File: src/hdl/wpc_pkg.sv
// Package for the window photometry and centroid unit.
// Holds word types, field widths, the queue job type and the back-end states.
// No dependencies.
`timescale 1ns / 1ps
`default_nettype none

package wpc_pkg;

  // Field widths of the channel words
  localparam int PIX_W = 16;
  localparam int WGT_W = 9;
  localparam int AP_W  = 22;
  localparam int WT_W  = 30;
  localparam int MOM_W = 24;
  localparam int CEN_W = 11;

  // Bits of the sample that take part in the sums
  localparam int PIXEL_BITS = 16;

  // Centroid fraction bits
  localparam int CEN_FRAC = 8;

  // Default window side
  localparam int WPC_WINDOW_SIDE = 6;

  // Division datapath: numerator is (moment << CEN_FRAC) + aperture / 2
  localparam int NUM_W = MOM_W + CEN_FRAC + 2;
  localparam int CNT_W = $clog2(CEN_W);

  // Job queue between front and back end
  localparam int QUEUE_DEPTH = 2;

  typedef struct packed {
    logic [PIX_W-1:0] pixel;
    logic [WGT_W-1:0] weight;
  } in_word_t;

  typedef struct packed {
    logic [AP_W-1:0]  aperture_sum;
    logic [WT_W-1:0]  weighted_sum;
    logic [CEN_W-1:0] centroid_x;
    logic [CEN_W-1:0] centroid_y;
    logic             centroid_valid;
  } out_word_t;

  // Sums of one finished window
  typedef struct packed {
    logic [AP_W-1:0]  aperture;
    logic [WT_W-1:0]  weighted;
    logic [MOM_W-1:0] col_moment;
    logic [MOM_W-1:0] row_moment;
  } job_t;

  typedef enum logic [1:0] {
    BK_IDLE,
    BK_DIV,
    BK_OUT
  } back_state_t;

endpackage

`default_nettype wire

File: src/hdl/wpc_front.sv
// Front end: accepts pixel words, keeps the window position and the four
// saturating sums, and pushes a job at the last pixel. Uses wpc_pkg.
`timescale 1ns / 1ps
`default_nettype none

module wpc_front
  import wpc_pkg::*;
#(
  parameter int WINDOW_SIDE = WPC_WINDOW_SIDE
) (
  input  wire logic     clk,
  input  wire logic     rst_n,
  input  wire logic     in_valid,
  output logic          in_stall,
  input  wire in_word_t in_word,
  input  wire logic     q_full,
  output logic          q_push,
  output job_t          q_job
);

  localparam int PW = $clog2(WINDOW_SIDE);
  localparam int MW = PIXEL_BITS + PW + 1;
  localparam int WPW = PIXEL_BITS + WGT_W;

  logic [PW-1:0]    col_r, col_nxt;
  logic [PW-1:0]    row_r, row_nxt;
  logic [AP_W-1:0]  ap_r, ap_nxt;
  logic [WT_W-1:0]  wt_r, wt_nxt;
  logic [MOM_W-1:0] cm_r, cm_nxt;
  logic [MOM_W-1:0] rm_r, rm_nxt;

  logic [PIXEL_BITS-1:0] pix;
  logic                  nz;
  logic                  accept;
  logic                  last;
  logic                  col_end;
  logic [AP_W:0]         ap_sum;
  logic [WPW-1:0]        w_prod;
  logic [WT_W:0]         wt_sum;
  logic [MW-1:0]         c_prod;
  logic [MW-1:0]         r_prod;
  logic [MOM_W:0]        cm_sum;
  logic [MOM_W:0]        rm_sum;
  logic [AP_W-1:0]       ap_upd;
  logic [WT_W-1:0]       wt_upd;
  logic [MOM_W-1:0]      cm_upd;
  logic [MOM_W-1:0]      rm_upd;

  assign pix      = in_word.pixel[PIXEL_BITS-1:0];
  assign nz       = (in_word.weight != '0);
  assign in_stall = q_full;
  assign accept   = in_valid && !in_stall;
  assign col_end  = (col_r == PW'(WINDOW_SIDE - 1));
  assign last     = col_end && (row_r == PW'(WINDOW_SIDE - 1));

  // Products of this pixel
  assign w_prod = pix * in_word.weight;
  assign c_prod = pix * MW'({1'b0, col_r} + 1'b1);
  assign r_prod = pix * MW'({1'b0, row_r} + 1'b1);

  // Saturating sums
  assign ap_sum = {1'b0, ap_r} + (AP_W + 1)'(pix);
  assign wt_sum = {1'b0, wt_r} + (WT_W + 1)'(w_prod);
  assign cm_sum = {1'b0, cm_r} + (MOM_W + 1)'(c_prod);
  assign rm_sum = {1'b0, rm_r} + (MOM_W + 1)'(r_prod);

  always_comb begin
    ap_upd = ap_r;
    cm_upd = cm_r;
    rm_upd = rm_r;
    if (nz) begin
      ap_upd = ap_sum[AP_W] ? '1 : ap_sum[AP_W-1:0];
      cm_upd = cm_sum[MOM_W] ? '1 : cm_sum[MOM_W-1:0];
      rm_upd = rm_sum[MOM_W] ? '1 : rm_sum[MOM_W-1:0];
    end
    wt_upd = wt_sum[WT_W] ? '1 : wt_sum[WT_W-1:0];
  end

  assign q_push = accept && last;
  assign q_job  = '{aperture: ap_upd, weighted: wt_upd, col_moment: cm_upd,
                    row_moment: rm_upd};

  always_comb begin
    col_nxt = col_r;
    row_nxt = row_r;
    ap_nxt  = ap_r;
    wt_nxt  = wt_r;
    cm_nxt  = cm_r;
    rm_nxt  = rm_r;
    if (accept) begin
      if (last) begin
        // window done: clear for the next one
        col_nxt = '0;
        row_nxt = '0;
        ap_nxt  = '0;
        wt_nxt  = '0;
        cm_nxt  = '0;
        rm_nxt  = '0;
      end else begin
        ap_nxt = ap_upd;
        wt_nxt = wt_upd;
        cm_nxt = cm_upd;
        rm_nxt = rm_upd;
        if (col_end) begin
          col_nxt = '0;
          row_nxt = row_r + 1'b1;
        end else begin
          col_nxt = col_r + 1'b1;
        end
      end
    end
  end

  always_ff @(posedge clk) begin
    if (!rst_n) begin
      col_r <= '0;
      row_r <= '0;
      ap_r  <= '0;
      wt_r  <= '0;
      cm_r  <= '0;
      rm_r  <= '0;
    end else begin
      col_r <= col_nxt;
      row_r <= row_nxt;
      ap_r  <= ap_nxt;
      wt_r  <= wt_nxt;
      cm_r  <= cm_nxt;
      rm_r  <= rm_nxt;
    end
  end

endmodule

`default_nettype wire

File: src/hdl/wpc_queue.sv
// Short job queue between the front end and the divider back end.
// Register-based FIFO of job_t words. Uses wpc_pkg.
`timescale 1ns / 1ps
`default_nettype none

module wpc_queue
  import wpc_pkg::*;
(
  input  wire logic clk,
  input  wire logic rst_n,
  input  wire logic push,
  input  wire job_t push_job,
  output logic      full,
  input  wire logic pop,
  output logic      pop_valid,
  output job_t      pop_job
);

  localparam int QPW = $clog2(QUEUE_DEPTH);
  localparam int QCW = $clog2(QUEUE_DEPTH + 1);

  job_t           mem_r [QUEUE_DEPTH];
  logic [QPW-1:0] wr_ptr_r, wr_ptr_nxt;
  logic [QPW-1:0] rd_ptr_r, rd_ptr_nxt;
  logic [QCW-1:0] count_r, count_nxt;
  logic           do_push;
  logic           do_pop;

  assign full      = (count_r == QCW'(QUEUE_DEPTH));
  assign pop_valid = (count_r != '0);
  assign pop_job   = mem_r[rd_ptr_r];
  assign do_push   = push && !full;
  assign do_pop    = pop && pop_valid;

  always_comb begin
    wr_ptr_nxt = wr_ptr_r;
    rd_ptr_nxt = rd_ptr_r;
    if (do_push) begin
      wr_ptr_nxt = (wr_ptr_r == QPW'(QUEUE_DEPTH - 1)) ? '0 : wr_ptr_r + 1'b1;
    end
    if (do_pop) begin
      rd_ptr_nxt = (rd_ptr_r == QPW'(QUEUE_DEPTH - 1)) ? '0 : rd_ptr_r + 1'b1;
    end
    count_nxt = count_r + QCW'(do_push) - QCW'(do_pop);
  end

  always_ff @(posedge clk) begin
    if (!rst_n) begin
      wr_ptr_r <= '0;
      rd_ptr_r <= '0;
      count_r  <= '0;
    end else begin
      wr_ptr_r <= wr_ptr_nxt;
      rd_ptr_r <= rd_ptr_nxt;
      count_r  <= count_nxt;
    end
  end

  always_ff @(posedge clk) begin
    if (do_push) begin
      mem_r[wr_ptr_r] <= push_job;
    end
  end

  a_no_push_full: assert property (@(posedge clk) disable iff (!rst_n)
    push |-> !full)
    else $error("queue push while full");

  a_no_pop_empty: assert property (@(posedge clk) disable iff (!rst_n)
    pop |-> pop_valid)
    else $error("queue pop while empty");

  a_count_step: assert property (@(posedge clk) disable iff (!rst_n)
    (push && !pop) |=> count_r == $past(count_r) + 1'b1)
    else $error("queue count did not advance on push");

endmodule

`default_nettype wire

File: src/hdl/wpc_back.sv
// Back end: takes one job from the queue, divides both moments by the
// aperture sum one quotient bit a cycle unless that sum is zero, and holds
// the result word. Uses wpc_pkg.
`timescale 1ns / 1ps
`default_nettype none

module wpc_back
  import wpc_pkg::*;
(
  input  wire logic clk,
  input  wire logic rst_n,
  input  wire logic q_valid,
  input  wire job_t q_job,
  output logic      q_pop,
  output logic      out_valid,
  input  wire logic out_stall,
  output out_word_t out_word
);

  back_state_t      st_r, st_nxt;
  logic [CNT_W-1:0] cnt_r, cnt_nxt;
  logic [AP_W-1:0]  ap_r, ap_nxt;
  logic [WT_W-1:0]  wt_r, wt_nxt;
  logic [NUM_W-1:0] remx_r, remx_nxt;
  logic [NUM_W-1:0] remy_r, remy_nxt;
  logic [NUM_W-1:0] div_r, div_nxt;
  logic [CEN_W-1:0] qx_r, qx_nxt;
  logic [CEN_W-1:0] qy_r, qy_nxt;
  logic             satx_r, satx_nxt;
  logic             saty_r, saty_nxt;
  out_word_t        out_r, out_nxt;
  logic             out_valid_r, out_valid_nxt;

  logic [NUM_W-1:0] half_ap;
  logic [NUM_W-1:0] num_x;
  logic [NUM_W-1:0] num_y;
  logic [NUM_W-1:0] lim;
  logic             gex;
  logic             gey;
  logic [CEN_W-1:0] qx_step;
  logic [CEN_W-1:0] qy_step;

  // Rounded numerators and the saturation limit (quotient >= 2^CEN_W)
  assign half_ap = NUM_W'(q_job.aperture >> 1);
  assign num_x   = NUM_W'({q_job.col_moment, CEN_FRAC'(0)}) + half_ap;
  assign num_y   = NUM_W'({q_job.row_moment, CEN_FRAC'(0)}) + half_ap;
  assign lim     = NUM_W'(q_job.aperture) << CEN_W;

  // One restoring step per cycle
  assign gex     = (remx_r >= div_r);
  assign gey     = (remy_r >= div_r);
  assign qx_step = {qx_r[CEN_W-2:0], gex};
  assign qy_step = {qy_r[CEN_W-2:0], gey};

  always_comb begin
    st_nxt        = st_r;
    cnt_nxt       = cnt_r;
    ap_nxt        = ap_r;
    wt_nxt        = wt_r;
    remx_nxt      = remx_r;
    remy_nxt      = remy_r;
    div_nxt       = div_r;
    qx_nxt        = qx_r;
    qy_nxt        = qy_r;
    satx_nxt      = satx_r;
    saty_nxt      = saty_r;
    out_nxt       = out_r;
    out_valid_nxt = out_valid_r;
    q_pop         = 1'b0;
    unique case (st_r)
      BK_IDLE: begin
        if (q_valid) begin
          q_pop  = 1'b1;
          ap_nxt = q_job.aperture;
          wt_nxt = q_job.weighted;
          if (q_job.aperture == '0) begin
            // empty aperture: no division
            out_nxt = '{aperture_sum: q_job.aperture, weighted_sum: q_job.weighted,
                        centroid_x: '0, centroid_y: '0, centroid_valid: 1'b0};
            out_valid_nxt = 1'b1;
            st_nxt        = BK_OUT;
          end else begin
            remx_nxt = num_x;
            remy_nxt = num_y;
            satx_nxt = (num_x >= lim);
            saty_nxt = (num_y >= lim);
            div_nxt  = NUM_W'(q_job.aperture) << (CEN_W - 1);
            qx_nxt   = '0;
            qy_nxt   = '0;
            cnt_nxt  = CNT_W'(CEN_W - 1);
            st_nxt   = BK_DIV;
          end
        end
      end
      BK_DIV: begin
        remx_nxt = gex ? remx_r - div_r : remx_r;
        remy_nxt = gey ? remy_r - div_r : remy_r;
        qx_nxt   = qx_step;
        qy_nxt   = qy_step;
        div_nxt  = div_r >> 1;
        if (cnt_r == '0) begin
          out_nxt = '{aperture_sum: ap_r, weighted_sum: wt_r,
                      centroid_x: satx_r ? '1 : qx_step,
                      centroid_y: saty_r ? '1 : qy_step,
                      centroid_valid: 1'b1};
          out_valid_nxt = 1'b1;
          st_nxt        = BK_OUT;
        end else begin
          cnt_nxt = cnt_r - 1'b1;
        end
      end
      BK_OUT: begin
        if (!out_stall) begin
          out_valid_nxt = 1'b0;
          st_nxt        = BK_IDLE;
        end
      end
      default: begin
        st_nxt        = BK_IDLE;
        out_valid_nxt = 1'b0;
      end
    endcase
  end

  always_ff @(posedge clk) begin
    if (!rst_n) begin
      st_r        <= BK_IDLE;
      out_valid_r <= 1'b0;
      cnt_r       <= '0;
    end else begin
      st_r        <= st_nxt;
      out_valid_r <= out_valid_nxt;
      cnt_r       <= cnt_nxt;
    end
  end

  always_ff @(posedge clk) begin
    ap_r   <= ap_nxt;
    wt_r   <= wt_nxt;
    remx_r <= remx_nxt;
    remy_r <= remy_nxt;
    div_r  <= div_nxt;
    qx_r   <= qx_nxt;
    qy_r   <= qy_nxt;
    satx_r <= satx_nxt;
    saty_r <= saty_nxt;
    out_r  <= out_nxt;
  end

  assign out_valid = out_valid_r;
  assign out_word  = out_r;

  a_out_state: assert property (@(posedge clk) disable iff (!rst_n)
    out_valid_r == (st_r == BK_OUT))
    else $error("result valid out of step with back-end state");

  a_pop_idle: assert property (@(posedge clk) disable iff (!rst_n)
    q_pop |-> (st_r == BK_IDLE) && q_valid)
    else $error("job taken outside idle");

  a_empty_zero: assert property (@(posedge clk) disable iff (!rst_n)
    (out_valid_r && !out_r.centroid_valid) |->
      (out_r.centroid_x == '0) && (out_r.centroid_y == '0) && (out_r.aperture_sum == '0))
    else $error("empty aperture with nonzero centroid");

endmodule

`default_nettype wire

File: src/hdl/window_photometry_centroid_unit.sv
// Top level of the window photometry and centroid unit.
// Ties the front end, the job queue and the divider back end together.
// Uses wpc_pkg, wpc_front, wpc_queue, wpc_back.
//
// Usage: feed the pixels of a WINDOW_SIDE x WINDOW_SIDE window in row-major
// order on the in_ channel, one word per pixel (sample and mask weight).
// The front end takes one word per cycle while in_stall is low and keeps
// the position and the aperture, weighted and moment sums. At the last
// pixel of a window it pushes the sums into a two-entry job queue and
// clears for the next window. The back end pops a job and divides both
// moments by the aperture sum with a restoring divider, one quotient bit per
// cycle for both axes at once, 11 quotient bits per axis; an empty aperture
// skips the division. One result word per window appears on out_.
// Sustained rate: one pixel per cycle while the divider and the output keep
// up; for small windows the divider sets the pace and in_stall rises while
// the queue is full.
// When out_stall is high the result word holds; the front end keeps taking
// pixels until the queue fills. Reset (rst_n low, synchronous) clears the
// position, the sums, the queue and the result valid.
`timescale 1ns / 1ps
`default_nettype none

module window_photometry_centroid_unit
  import wpc_pkg::*;
#(
  parameter int WINDOW_SIDE = WPC_WINDOW_SIDE
) (
  input  wire logic      clk,
  input  wire logic      rst_n,
  input  wire logic      in_valid,
  output logic           in_stall,
  input  wire in_word_t  in_word,
  output logic           out_valid,
  input  wire logic      out_stall,
  output out_word_t      out_word
);

  // Front end to queue
  logic q_push;
  job_t q_push_job;
  logic q_full;

  // Queue to back end
  logic q_pop;
  logic q_valid;
  job_t q_job;

  // Accept pixels and build the window sums
  wpc_front #(
    .WINDOW_SIDE(WINDOW_SIDE)
  ) u_front (
    .clk      (clk),
    .rst_n    (rst_n),
    .in_valid (in_valid),
    .in_stall (in_stall),
    .in_word  (in_word),
    .q_full   (q_full),
    .q_push   (q_push),
    .q_job    (q_push_job)
  );

  // Hold finished windows so the front end does not wait on the divider
  wpc_queue u_queue (
    .clk       (clk),
    .rst_n     (rst_n),
    .push      (q_push),
    .push_job  (q_push_job),
    .full      (q_full),
    .pop       (q_pop),
    .pop_valid (q_valid),
    .pop_job   (q_job)
  );

  // Divide and drive the result word
  wpc_back u_back (
    .clk       (clk),
    .rst_n     (rst_n),
    .q_valid   (q_valid),
    .q_job     (q_job),
    .q_pop     (q_pop),
    .out_valid (out_valid),
    .out_stall (out_stall),
    .out_word  (out_word)
  );

endmodule

`default_nettype wire

File: config.mk
export PLATFORM = sky130hd
export DESIGN_NAME = window_photometry_centroid_unit
export DESIGN_NICKNAME = d
export VERILOG_FILES = /design/src/hdl/wpc_pkg.sv /design/src/hdl/wpc_front.sv /design/src/hdl/wpc_queue.sv /design/src/hdl/wpc_back.sv /design/src/hdl/window_photometry_centroid_unit.sv
export SDC_FILE = /design/constraint.sdc
export NUM_CORES = 2
export LEC_CHECK = 0
export BUFFER_PORTS_ARGS = -buffer_cell sky130_fd_sc_hd__buf_2
export CAP_MARGIN = 10
export CORE_MARGIN = 2
export CORE_UTILIZATION = 50
export DETAILED_ROUTE_END_ITERATION = 8
export GPL_TIMING_DRIVEN = 0
export PLACE_DENSITY = 0.73
export SYNTH_ARGS = -nofsm -noshare
export SYNTH_HDL_FRONTEND = slang
export SYNTH_SLANG_ARGS = --single-unit
File: constraint.sdc
create_clock -name clk -period 10.9 [get_ports clk]
set_clock_uncertainty 0.05 [all_clocks]
set_input_delay 1.635 -clock clk [delete_from_list [all_inputs] [get_ports clk]]
set_output_delay 1.635 -clock clk [all_outputs]
set_load 0.02 [all_outputs]
Word level (Yosys, flattened, before mapping)
Memories as Yosys holds them, arrays and structs flattened. A register that Yosys moved wholly into a read port is not among the register bits.
Cells that the tools add are included.
- bitwise logic cells: 1
- mux-type cells: 58
- multiply operators: 3
- equality and inequality tests: 13
- magnitude comparators: 4
- add/subtract/negate cells: 17
- reduce and logical (&&, ||, !) cells: 23
- operators with widths (cell ; count):
    $mux 34 ; 8
    $mux 75 ; 3
    $pmux 34 s2 ; 3
    $pmux 75 s2 ; 1
    $mux 24 ; 6
    $ge 34x33->1 ; 2
    $ge 34x34->1 ; 2
    $sub 34x34->34 ; 2
    $add 32x21->33 ; 2
    $mux 22 ; 3
    $mux 30 ; 2
    $add 24x20->25 ; 2
    $mul 16x20->20 ; 2
    $pmux 10 s2 ; 2
    $add 30x25->31 ; 1
    $mul 16x9->25 ; 1
    $add 22x16->23 ; 1
    $logic_not 22->1 ; 1
    $mux 11 ; 2
    $mux 10 ; 2
    $reduce_and 4->1 ; 5
    $mux 1 ; 12
    $mux 3 ; 4
    $mux 4 ; 3
    24 further kinds ; 47
- logic and storage cells: 146
- memory bits (writable): 200
- bits in registers: 368
- memories kept: 1
- bits of input ports: 29
- output and inout port bits: 77
- memories (memory ; depth ; bits a word ; rd ports ; clocked after Yosys merged registers in ; wr ports ; line ; text):
    u_queue.mem_r ; 2 ; 100 ; 1 ; 1 ; 1 ; wpc_queue.sv:22 ; job_t mem_r [QUEUE_DEPTH];

Logic depth before layout (Yosys ltp)
- depth after elaboration: 7
- gate-level depth with buffers: 29
- gate-level depth less buffers: 27

Modules after synthesis
Synthesis repeated with hierarchy kept, for this count alone.
- cells, all modules: 3941
- area, all modules: 40178.5 µm²
- modules (own cells, without submodules) (module ; sequential area each (µm²) ; area each (µm²) ; times used ; cells each):
    wpc_front ; 2122.0 ; 16681.0 ; 1 ; 2070
    wpc_back ; 7617.3 ; 15542.4 ; 1 ; 1533
    wpc_queue ; 6105.9 ; 7955.1 ; 1 ; 338

Worst setup path after synthesis
No wires, ideal clock.
- path kind: input-to-reg
- from: input in_valid
- to: memory u_queue.mem_r[0][0] (netlist name) (enable)
- arrival: 8.886 ns
- stages: 4
- setup time: 0.680 ns
- slack: 1.284 ns
- path through: nand2b_1 -> clkbuf_1 -> clkbuf_1 -> nor3_1
- word-level cells in the longest chain between the ends: 5
- RTL lines (item ; line ; text):
    start: declaration ; window_photometry_centroid_unit.sv:30 ; input wire logic in_valid,
    $logic_and 1x1->1 ; wpc_front.sv:52 ; assign accept = in_valid && !in_stall;
    $logic_and 1x1->1 ; wpc_front.sv:79 ; assign q_push = accept && last;
    $logic_and 1x1->1 ; wpc_queue.sv:32 ; assign do_push = push && !full;
    $mux 1 ; wpc_queue.sv:60 ; if (do_push) begin
    $mux 1 (implied by the code) ; wpc_queue.sv:61 ; mem_r[wr_ptr_r] <= push_job;
    end: declaration ; wpc_queue.sv:22 ;
Every way passes these cells.

==> results.txt <==
status -> finished clean
area occupied by registers -> 15800 um2
drt total wl -> 107000 um
largest net degree at the start of global routing -> 62
Initial Util -> 0.506
GR Overflow Total -> 0
Worst Hold Class -> reg2reg
CP Data Arrival Time -> 9.07 ns
first-pass GRT wire length -> 166000 um
row cnt -> 103
vias in the first global route -> 30093
core area -> 79100 um2
CTS resizes -> 0
gr usage total -> 0.259
Netlist cell types -> 87
reg2reg setup slack -> 2.70 ns
relative slew slack -> 0.0893
WL/cell -> 20.3 um
Die Wd -> 287 um
WP data required -> 11.40 ns
Final min period -> 8.58 ns
worst hold path cell count -> 2
Pins Over Slew Limit -> 0
DR DRC count -> 0
worst hold slack -> 0.414 ns
die area -> 82400 um2
top cell type's share of synthesized area -> 0.337
RSZ-0062 raised after global routing -> no
Final ANT Viol Nets -> 0
count leader, synth -> edfxtp_1
Cells after DPL -> 5166
Critical-path top delay cell -> fa_1
Max-Cap Viols -> 0
Synth Instances -> 3993
DP Wirelength -> 82500 um
FF-to-FF path depth -> 29
DR iter-0 viols -> 2532
cell type with the largest total area after synthesis -> edfxtp_1
Clock Sinks -> 567
count of state elements after synthesis -> 567
TritonCTS clock tree -> built
crit start category -> input port
maximum clock rate -> 117 MHz
clock latency on the worst-skew pair -> 0.68 ns
Power Dens Cells -> 286 nW/um2
FF-to-FF End -> u_back.saty_r
Post-DP Area -> 42200 um2
Slew @ Worst Pin -> 1.37 ns
Synth Warn # -> 0
vias -> 30393
# setup viols final -> 0
Synth-to-Final Area Change -> 11.0%
final worst path period share -> 0.787
H-tree depth -> 2
synth cell count leaders -> edfxtp_1 (449), inv_1 (417), nor2_1 (350), ha_1 (311), nand2_1 (304)
crit path kind -> in2reg
hold path startpoint -> u_back.out_valid
cell area after layout -> 44400 um2
Post-synth EDFFs -> 449
Static Leak -> 19.0 nW
CP max FO -> 10
highest cell delay on the worst timing path -> 0.55 ns
Clock Tree Buf Depth -> 3
Root Buffer -> clkbuf_16
area occupied by multi-input gates -> 22100 um2
cts hold-fix bufs -> 0
Top FF cell, synth -> edfxtp_1
Mapped Avg Cell Area -> 10.0 um2
Synth area leaders -> edfxtp_1 (34%), ha_1 (9.7%), fa_1 (9.1%), dfxtp_1 (5.9%), inv_1 (3.9%)
Setup Buffers After CTS -> 0
Critical Path Sink Type -> flip-flop
DRT Pass-1 Iters -> 8
total nets after synthesis -> 4516
placer's final routability congestion estimate -> 0.943
Design Power -> 12.7 mW
Non-Filler Instances -> 5282
share of layout cells above drive strength 1 -> 0.0818
Port Buffer Count -> 102
nets -> 4703
initial antenna violation count -> 2
asr flop ratio synth -> 0
TritonCTS Buffers -> 60
final hold vios -> 0
Fillers -> 6834
Die Ht -> 287 um
# IOs -> 106
Via density -> 5.75
mapped cell area -> 40100 um2
WHS Endpoint -> u_back.out_valid
sequential area share after synthesis -> 0.396
clock-pin slew on the worst setup and hold paths -> 0.06 ns
post-layout util -> 0.562
worst vdd ir -> 0.486 mV
## power breakdown
group	switching, mW	total (mW)	internal [mW]
combinational	4.39	7.00	2.61
sequential	0.189	3.44	3.25
clock	0.922	2.26	1.33
## sequential cells by signal, indices dropped and copies added, names as in the netlist, 24 cells and up, named ones only
name	count
u_front.wt_r	30
u_back.remx_r	34
u_back.remy_r	34
u_front.cm_r	24
u_queue.mem_r	200
u_back.wt_r	30
u_back.out_word	75
u_back.div_r	32
u_front.rm_r	24
## worst max-delay path: cells and delay by family
kind	cells	cell delay (ns)
adder cells (fa/ha/maj)	6	2.86
AO/OA/AOI/OAI	7	1.93
buffers and inverters	9	1.80
AND/OR/NAND/NOR	4	0.81
## layout by cell type, fill, tap and decap left out, types with 118 or more instances in the layout
master	netlist	routed
dfxtp_1	118	118
edfxtp_1	449	449
nand2_1	304	303
a21oi_1	201	201
and2_1	160	160
nor2_1	350	349
fa_1	183	183
ha_1	311	311
xnor2_1	129	129
clkbuf_1	120	131
inv_1	417	417
o21ai_0	181	181
## stage by stage
stage	worst slack (ns)	TNS, ns
global route	2.06	0
floorplan	1.28	0
finish	2.32	0
global placement	-4.59	-696.11
CTS	2.40	0
detailed placement	1.73	0
## worst max path at each step
stage / start / cells after the start / to
3_5_place_dp: in_word[1] / 26 / u_front.wt_r[15]
5_1_grt: in_word[1] / 26 / u_front.wt_r[16]
3_3_place_gp: u_back.st_r[1] / 5 / u_back.remy_r[0]
4_1_cts: in_word[1] / 26 / u_front.wt_r[15]
6_report: in_word[1] / 26 / u_front.wt_r[15]
2_1_floorplan: in_valid / 4 / u_queue.mem_r[0][0]
## logic make-up after synthesis
group / share of synthesized area
muxes: 0.0291
DFF: 0.396
AOI/OAI and AO/OA: 0.146
buffers and inverters: 0.0533
adders and majority gates: 0.189
xor gates and xnor gates: 0.0444
and+or+nand+nor: 0.143
## cell type report
class,instances,area share
Multi-Input combinational cell,2864,0.498
Sequential cell,567,0.357
Clock buffer,81,0.0388
Inverter,418,0.0353
Tap cell,1050,0.0296
Timing Repair Buffer,125,0.0188
Buffer,144,0.0127
Clock inverter,32,0.0106
Antenna cell,1,0.0000563
## per-layer routing
metal  vias to the layer above  GRT usage  part of all wire
met1                     14713      0.339              0.42
met2                      1100      0.428              0.47
met3                       237     0.0313             0.065
li1                      14341          -                 -
met5                         -          0           0.00010
met4                         2      0.121             0.048
No activity file was read; power rests on OpenSTA's default activity.
